`src/rtl/fdc_pkg.sv`:
```
// Shared types, constants and the CRC byte update for the frame deframer.
`default_nettype none
package fdc_pkg;

  localparam int unsigned NumCodes  = 7;
  localparam int unsigned CfgIdxW   = 3;
  localparam int unsigned CfgDataW  = 8;

  localparam logic [7:0]  SofByte  = 8'hAA;
  localparam logic [7:0]  EofByte  = 8'hBB;
  localparam logic [15:0] CrcInit  = 16'hFFFF;
  localparam logic [15:0] CrcPoly  = 16'hA001;

  typedef logic [NumCodes-1:0][7:0] code_arr_t;

  localparam code_arr_t CodeReset = {8'd7, 8'd6, 8'd5, 8'd4, 8'd3, 8'd2, 8'd1};

  typedef enum logic [2:0] {
    PH_HUNT,
    PH_TYPE,
    PH_LEN_HI,
    PH_LEN_LO,
    PH_PAYLOAD,
    PH_CRC_HI,
    PH_CRC_LO,
    PH_END
  } phase_e;

  typedef enum logic {
    KIND_PAYLOAD = 1'b0,
    KIND_STATUS  = 1'b1
  } kind_e;

  typedef enum logic [1:0] {
    ST_OK       = 2'd0,
    ST_BAD_TYPE = 2'd1,
    ST_BAD_CRC  = 2'd2,
    ST_BAD_END  = 2'd3
  } status_e;

  typedef struct packed {
    kind_e       kind;
    logic [7:0]  payload;
    logic [7:0]  ftype;
    logic [15:0] length;
    status_e     status;
  } item_t;

  // CRC-16/MODBUS update by one byte, LSB first
  function automatic logic [15:0] crc16_byte(input logic [15:0] crc, input logic [7:0] b);
    logic [15:0] c;
    c = crc ^ {8'h00, b};
    for (int k = 0; k < 8; k++) begin
      if (c[0]) begin
        c = (c >> 1) ^ CrcPoly;
      end else begin
        c = c >> 1;
      end
    end
    return c;
  endfunction

endpackage
`default_nettype wire

```
`src/rtl/frame_deframer_crc16_core.sv`:
```
// Top level of the byte-serial frame deframer with CRC-16/MODBUS check.
// Takes one received byte per clock unless stalled, and parses frames laid out
// as 0xAA, type, length (big-endian, 16 bit), payload, CRC (big-endian) and
// 0xBB. Bytes outside a frame are dropped until a 0xAA is seen. Each payload
// byte comes out as a word of kind 0 through the output buffer; the end byte,
// or a type matching none of the seven configured codes, gives one status word
// of kind 1 (0 ok, 1 bad type, 2 CRC mismatch, 3 bad end marker). The parser
// state and byte-wide CRC update are combinational; a two-entry output buffer
// holds finished words, stalling the input when full. Write type codes through
// the cfg port only while no frame is in progress; this is not enforced.
`default_nettype none
module frame_deframer_crc16_core (
  input  logic                          clk_i,
  input  logic                          rst_ni,
  input  logic                          cfg_we_i,
  input  logic [fdc_pkg::CfgIdxW-1:0]   cfg_idx_i,
  input  logic [fdc_pkg::CfgDataW-1:0]  cfg_data_i,
  input  logic                          in_valid_i,
  output logic                          in_stall_o,
  input  logic [7:0]                    rx_byte_i,
  output logic                          out_valid_o,
  input  logic                          out_stall_i,
  output logic                          item_kind_o,
  output logic [7:0]                    payload_byte_o,
  output logic [7:0]                    frame_type_o,
  output logic [15:0]                   payload_length_o,
  output logic [1:0]                    frame_status_o
);
  import fdc_pkg::*;

  code_arr_t codes_q;
  logic      in_acc;
  logic      out_pop;
  logic      res_valid;
  item_t     res;
  item_t     head;
  logic      buf_full;

  // drop writes to indexes past the code list
  always_ff @(posedge clk_i or negedge rst_ni) begin
    if (!rst_ni) begin
      codes_q <= CodeReset;
    end else if (cfg_we_i && (32'(cfg_idx_i) < NumCodes)) begin
      codes_q[cfg_idx_i] <= cfg_data_i[7:0];
    end
  end

  assign in_acc  = in_valid_i && !in_stall_o;
  assign out_pop = out_valid_o && !out_stall_i;

  fdc_parser u_parser (
    .clk_i       (clk_i),
    .rst_ni      (rst_ni),
    .acc_i       (in_acc),
    .byte_i      (rx_byte_i),
    .codes_i     (codes_q),
    .res_valid_o (res_valid),
    .res_o       (res)
  );

  fdc_out_buf u_out_buf (
    .clk_i   (clk_i),
    .rst_ni  (rst_ni),
    .push_i  (in_acc && res_valid),
    .item_i  (res),
    .pop_i   (out_pop),
    .valid_o (out_valid_o),
    .full_o  (buf_full),
    .item_o  (head)
  );

  assign in_stall_o       = buf_full;
  assign item_kind_o      = head.kind;
  assign payload_byte_o   = head.payload;
  assign frame_type_o     = head.ftype;
  assign payload_length_o = head.length;
  assign frame_status_o   = head.status;

`ifndef SYNTHESIS
  a_payload_clean: assert property (@(posedge clk_i) disable iff (!rst_ni)
    (out_valid_o && (item_kind_o == KIND_PAYLOAD)) |->
      ((frame_status_o == ST_OK) && (payload_length_o != 16'h0000)))
    else $error("payload word with status or zero length");

  a_bad_type_len: assert property (@(posedge clk_i) disable iff (!rst_ni)
    (out_valid_o && (item_kind_o == KIND_STATUS) && (frame_status_o == ST_BAD_TYPE)) |->
      ((payload_length_o == 16'h0000) && (payload_byte_o == 8'h00)))
    else $error("bad-type status carries a length or payload");

  a_valid_drop: assert property (@(posedge clk_i) disable iff (!rst_ni)
    $fell(out_valid_o) |-> $past(out_pop))
    else $error("output word lost without being taken");

  a_accept_room: assert property (@(posedge clk_i) disable iff (!rst_ni)
    (in_acc && res_valid) |-> !buf_full)
    else $error("word pushed into a full output buffer");
`endif

endmodule
`default_nettype wire

```
`src/rtl/fdc_type_match.sv`:
```
// Compare a type byte against the seven configured frame type codes.
`default_nettype none
module fdc_type_match (
  input  fdc_pkg::code_arr_t codes_i,
  input  logic [7:0]         type_i,
  output logic               known_o
);
  import fdc_pkg::*;

  always_comb begin
    known_o = 1'b0;
    for (int k = 0; k < NumCodes; k++) begin
      if (codes_i[k] == type_i) begin
        known_o = 1'b1;
      end
    end
  end

endmodule
`default_nettype wire

```
`src/rtl/fdc_parser.sv`:
```
// Frame parse state machine with running CRC; gives at most one word per accepted byte.
`default_nettype none
module fdc_parser (
  input  logic               clk_i,
  input  logic               rst_ni,
  input  logic               acc_i,
  input  logic [7:0]         byte_i,
  input  fdc_pkg::code_arr_t codes_i,
  output logic               res_valid_o,
  output fdc_pkg::item_t     res_o
);
  import fdc_pkg::*;

  phase_e      phase_q, phase_d;
  logic [15:0] crc_q, crc_d;
  logic [15:0] left_q, left_d;
  logic [7:0]  type_q, type_d;
  logic [15:0] len_q, len_d;
  logic [15:0] rcrc_q, rcrc_d;
  logic [15:0] crc_next;
  logic        known;

  fdc_type_match u_match (
    .codes_i (codes_i),
    .type_i  (byte_i),
    .known_o (known)
  );

  // hunting seeds the CRC from its initial value
  assign crc_next = crc16_byte((phase_q == PH_HUNT) ? CrcInit : crc_q, byte_i);

  always_ff @(posedge clk_i or negedge rst_ni) begin
    if (!rst_ni) begin
      phase_q <= PH_HUNT;
      crc_q   <= CrcInit;
      left_q  <= '0;
      type_q  <= '0;
      len_q   <= '0;
      rcrc_q  <= '0;
    end else if (acc_i) begin
      phase_q <= phase_d;
      crc_q   <= crc_d;
      left_q  <= left_d;
      type_q  <= type_d;
      len_q   <= len_d;
      rcrc_q  <= rcrc_d;
    end
  end

  always_comb begin
    phase_d     = phase_q;
    crc_d       = crc_q;
    left_d      = left_q;
    type_d      = type_q;
    len_d       = len_q;
    rcrc_d      = rcrc_q;
    res_valid_o = 1'b0;
    res_o       = '{kind: KIND_PAYLOAD, payload: 8'h00, ftype: type_q,
                    length: len_q, status: ST_OK};
    unique case (phase_q)
      PH_HUNT: begin
        if (byte_i == SofByte) begin
          crc_d   = crc_next;
          phase_d = PH_TYPE;
        end
      end
      PH_TYPE: begin
        type_d = byte_i;
        if (!known) begin
          phase_d     = PH_HUNT;
          res_valid_o = 1'b1;
          res_o       = '{kind: KIND_STATUS, payload: 8'h00, ftype: byte_i,
                          length: 16'h0000, status: ST_BAD_TYPE};
        end else begin
          crc_d   = crc_next;
          phase_d = PH_LEN_HI;
        end
      end
      PH_LEN_HI: begin
        len_d   = {byte_i, 8'h00};
        crc_d   = crc_next;
        phase_d = PH_LEN_LO;
      end
      PH_LEN_LO: begin
        len_d   = {len_q[15:8], byte_i};
        crc_d   = crc_next;
        left_d  = {len_q[15:8], byte_i};
        phase_d = ({len_q[15:8], byte_i} != 16'h0000) ? PH_PAYLOAD : PH_CRC_HI;
      end
      PH_PAYLOAD: begin
        crc_d       = crc_next;
        left_d      = left_q - 16'd1;
        if (left_q == 16'd1) begin
          phase_d = PH_CRC_HI;
        end
        res_valid_o = 1'b1;
        res_o.payload = byte_i;
      end
      PH_CRC_HI: begin
        rcrc_d  = {byte_i, 8'h00};
        phase_d = PH_CRC_LO;
      end
      PH_CRC_LO: begin
        rcrc_d  = {rcrc_q[15:8], byte_i};
        phase_d = PH_END;
      end
      PH_END: begin
        phase_d      = PH_HUNT;
        res_valid_o  = 1'b1;
        res_o.kind   = KIND_STATUS;
        if (byte_i != EofByte) begin
          res_o.status = ST_BAD_END;
        end else if (rcrc_q != crc_q) begin
          res_o.status = ST_BAD_CRC;
        end else begin
          res_o.status = ST_OK;
        end
      end
      default: phase_d = PH_HUNT;
    endcase
  end

endmodule
`default_nettype wire

```
`src/rtl/fdc_out_buf.sv`:
```
// Two-entry output register with skid stage between parser and consumer.
`default_nettype none
module fdc_out_buf (
  input  logic           clk_i,
  input  logic           rst_ni,
  input  logic           push_i,
  input  fdc_pkg::item_t item_i,
  input  logic           pop_i,
  output logic           valid_o,
  output logic           full_o,
  output fdc_pkg::item_t item_o
);
  import fdc_pkg::*;

  logic [1:0] cnt_q, cnt_d;
  item_t      head_q, skid_q;

  always_comb begin
    cnt_d = cnt_q;
    if (push_i && !pop_i) begin
      cnt_d = cnt_q + 2'd1;
    end else if (pop_i && !push_i) begin
      cnt_d = cnt_q - 2'd1;
    end
  end

  always_ff @(posedge clk_i or negedge rst_ni) begin
    if (!rst_ni) begin
      cnt_q <= '0;
    end else begin
      cnt_q <= cnt_d;
    end
  end

  always_ff @(posedge clk_i) begin
    if (pop_i) begin
      // advance the skid word, or take the new word straight into the head
      if (cnt_q == 2'd2) begin
        head_q <= skid_q;
        if (push_i) begin
          skid_q <= item_i;
        end
      end else if (push_i) begin
        head_q <= item_i;
      end
    end else if (push_i) begin
      if (cnt_q == 2'd0) begin
        head_q <= item_i;
      end else begin
        skid_q <= item_i;
      end
    end
  end

  assign valid_o = (cnt_q != 2'd0);
  assign full_o  = (cnt_q == 2'd2);
  assign item_o  = head_q;

endmodule
`default_nettype wire

```
`config.mk`:
```
export PLATFORM = sky130hd
export DESIGN_NAME = frame_deframer_crc16_core
export DESIGN_NICKNAME = d
export VERILOG_FILES = /design/src/rtl/fdc_pkg.sv /design/src/rtl/frame_deframer_crc16_core.sv /design/src/rtl/fdc_type_match.sv /design/src/rtl/fdc_parser.sv /design/src/rtl/fdc_out_buf.sv
export SDC_FILE = /design/constraint.sdc
export NUM_CORES = 1
export LEC_CHECK = 0
export ABC_AREA = 0
export ABC_CLOCK_PERIOD_IN_PS = 10800
export BUFFER_PORTS_ARGS = -buffer_cell sky130_fd_sc_hd__buf_2
export CAP_MARGIN = 10
export CORE_ASPECT_RATIO = 1.75
export CORE_UTILIZATION = 29
export CTS_CLUSTER_SIZE = 40
export DETAILED_ROUTE_END_ITERATION = 12
export PLACE_DENSITY_LB_ADDON = 0.2
export SLEW_MARGIN = 20
export SYNTH_ARGS = -nofsm -noshare
export SYNTH_HDL_FRONTEND = slang
export SYNTH_SLANG_ARGS = --single-unit
```
`constraint.sdc`:
```
create_clock -name clk_i -period 10.8 [get_ports clk_i]
set_input_delay 3.24 -clock clk_i [delete_from_list [all_inputs] [get_ports clk_i]]
set_output_delay 3.24 -clock clk_i [all_outputs]
set_load 0.01 [all_outputs]
```
==> flow_metrics.tcl <==
set metrics [dict create \
    crit_family "simple AND/OR/NAND/NOR gates" \
    die_w_um 141 \
    first_pass_iters 5 \
    fin_skew_ns 0.0199 \
    drtIter0Drc 196 \
    ir_drop_mv 0.126 \
    clkTransAtPathRegs_ns 0.07 \
    switching_share_pct 34.0 \
    cts_max_level 1 \
    layout-area-overhead-vs-synth_pct 14.1 \
    cts.path.max_buffers 3 \
    yosysTopAreaCell "dfrtp_1" \
    gp_congestion 0.737 \
    synth.top_cell.area_share_pct 26.7 \
    numCtsBuffers 21 \
    rsz0062_at_grt "false" \
    tightest_slew_ns 0.900 \
    netSwitchingPower_w 0.00107 \
    crit_chain "buf_2 -> xor2_1 -> nor4_1 -> nand2_1 -> nand4_4 -> and3_1 -> mux2_2" \
    fillerInstances 3440 \
    final_common_cell "mux2_2" \
    power_w 0.00315 \
    critPathBufInv 1 \
    layout-drive-gt1-share_pct 31.1 \
    ys_seq_area_share_pct 55.4 \
    p_int_w 0.00208 \
    setup_viol 0 \
    routed_wl_um 23500 \
    row_count 89 \
    postCtsSetupRepairBufs 0 \
    fin_crit_sh_pct 54.5 \
    worstPathArrival_ns 6.34 \
    place_hpwl_um 16000 \
    cts_tree "yes" \
    grt-ovfl-total 0 \
    pwr-share-seq_pct 42.2 \
    critPathMaxFanout 36 \
    grt_pass1_vias 6322 \
    ctsHoldBuffers 0 \
    ys_async_sr_fraction_pct 65.5 \
    die_area_um2 34800 \
    antenna_found_initial 0 \
    synth_fp_nets 835 \
    grt_usage_pct 14.0 \
    max-cap-violations 0 \
    start_util_pct 29.3 \
    grt_max_degree 58 \
    via_per_inst 4.61 \
    worstSetupStartpointType "primary input" \
    cts-resized-gates 0 \
    finalMaxSlewViolations 0 \
    vias 6094 \
    synth_edf_count 70 \
    coreArea_um2 33600 \
    drc 0 \
    synthFlopType "dfrtp_1" \
    io_pins 61 \
    yosysWarnings 0 \
    post-route-min-period_ns 5.89 \
    max_freq_mhz 170 \
    pwr-share-clk_pct 22.9 \
    ant_nets 0 \
    n_antenna_cell 0 \
    leakagePower_nw 4.36 \
    nets 879 \
    syn_area_um2 9860 \
    setup_tns_ns 0 \
    detail_route.wl_per_cell_um 17.8 \
    outcome "complete, no violations" \
    cp_data_required_time_ns 11.25 \
    cts_sinks 203 \
    avgSynthCellArea_um2 12.2 \
    port_buffers 60 \
    worstHoldPathType "flop to flop" \
    crit_path_end_kind "flop" \
    setup.worst_path.class "primary input to flop" \
    synth_cells 808 \
    ys_seq_elements 203 \
    slew_headroom_pct 39.7 \
    synth_cell_type_count 52 \
    final-hold-violation-count 0 \
    slowest_delay_ns 0.80 \
    slowest_stage "and3_1" \
    combPwrFrac_pct 34.8 \
    clock_latency_ns 0.52 \
    grt_pass1_wl_um 37400 \
    dieHeight_um 246 \
    root_buffer "clkbuf_16" \
    final_cell_mix "mux2_2, dfrtp_1, nand2_1" \
    yosys-top-cells-area "dfrtp_1, edfxtp_1, mux2_2, dfstp_2, xnor2_1" \
    power.density_nw_per_um2 280 \
]
worst register-to-register path: stages (launching register included):
cell,delay (ns)
dfrtp_1,0.85
nor3b_1,0.54
nand4_4,0.55
a31o_2,0.42
o211ai_1,0.15
buf_4,0.42
state kept, by name, summed over array words and instances (netlist names):
register	count
u_out_buf.skid_q	35
u_out_buf.item_o	35
u_parser.rcrc_q	16
u_parser.phase_q	3
u_parser.len_q	16
u_parser.type_q	8
u_out_buf.cnt_q	2
codes_q	56
u_parser.left_q	16
u_parser.crc_q	16
worst paths after layout:
check                                                 from                         endpoint  slack [ns]  cells after the start
hold / removal               u_parser.len_q[1]$_DFFE_PN0P_    u_parser.len_q[1]$_DFFE_PN0P_        0.47                      2
setup / recovery                              rx_byte_i[1]    u_parser.crc_q[7]$_DFFE_PN1P_        4.91                      7
setup reg to reg           u_parser.phase_q[0]$_DFFE_PN0P_   u_out_buf.item_o[17]$_DFFE_PP_        7.50                      5
max in group asynchronous                           rst_ni   u_parser.left_q[0]$_DFFE_PN0P_        6.37                      3
hold reg to reg              u_parser.len_q[1]$_DFFE_PN0P_    u_parser.len_q[1]$_DFFE_PN0P_        0.47                      2
min in group asynchronous                           rst_ni  u_parser.left_q[11]$_DFFE_PN0P_        2.66                      1
per-layer routing:
layer	vias up	wire length, µm	global-route usage [%]
met2	97	12700	26.5
li1	2949	-	-
met5	-	0	0
met4	0	535	4.73
met1	3016	9580	16.3
met3	32	641	1.38
logic make-up after synthesis:
kind of cell    after synthesis  synth area share (%)
flops                       203                  55.4
mux                         126                  14.6
buf+inv                      53                  2.88
simple gates                219                  11.3
fa+ha+maj                     3                 0.381
xor+xnor                    106                  9.71
compound gates               98                  5.64
cell type report:
type                       instances  area [µm²]  share of cell area (%)
multi-input combinational        552        4130                    36.8
clock inverter                    13         129                    1.15
sequential                       203        5470                    48.6
inverter                           6        22.5                   0.200
timing repair buffer              68         383                    3.41
clock buffer                      25         541                    4.81
tap                              455         569                    5.06
cell usage after synthesis (all sizes together), types with 2 or more instances:
library cell	number
mux2	125
dfrtp	105
nand2	75
xnor2	74
edfxtp	70
nor2	45
o21ai	39
a21oi	31
xor2	31
clkbuf	30
dfstp	28
and2	18
buf	17
nand4	17
nand3	12
a31oi	11
and3	10
nor4	10
nor3	9
inv	6
nand2b	5
nand4b	4
nor3b	4
o22ai	4
or2	4
ha	3
o211ai	3
nor2b	2
o22a	2
o32ai	2
power groups by stage:
stage               clock network [W]  registers [W]  logic, W
detailed placement                  0        0.00135   0.00112
floorplan                           0        0.00131  0.000848
global route                 0.000773        0.00137   0.00122
finish                       0.000722        0.00133   0.00109
CTS                          0.000749        0.00133   0.00112
global placement                    0        0.00135   0.00110
stage by stage:
step | setup slack [ns] | util [%] | hold WS, ns | instances | cell area (µm²)
3_3_place_gp | 4.26 | 31.3 | 0.452 | 1283 | 10500
5_1_grt | 4.69 | 33.4 | 0.513 | 1322 | 11200
2_1_floorplan | 3.92 | - | 0.442 | 808 | 9860
6_report | 4.91 | 33.4 | 0.472 | 1322 | 11200
3_5_place_dp | 4.28 | 31.4 | 0.462 | 1284 | 10600
4_1_cts | 4.83 | 33.4 | 0.477 | 1322 | 11200
Note: power is estimated with default switching activity, not from simulation.
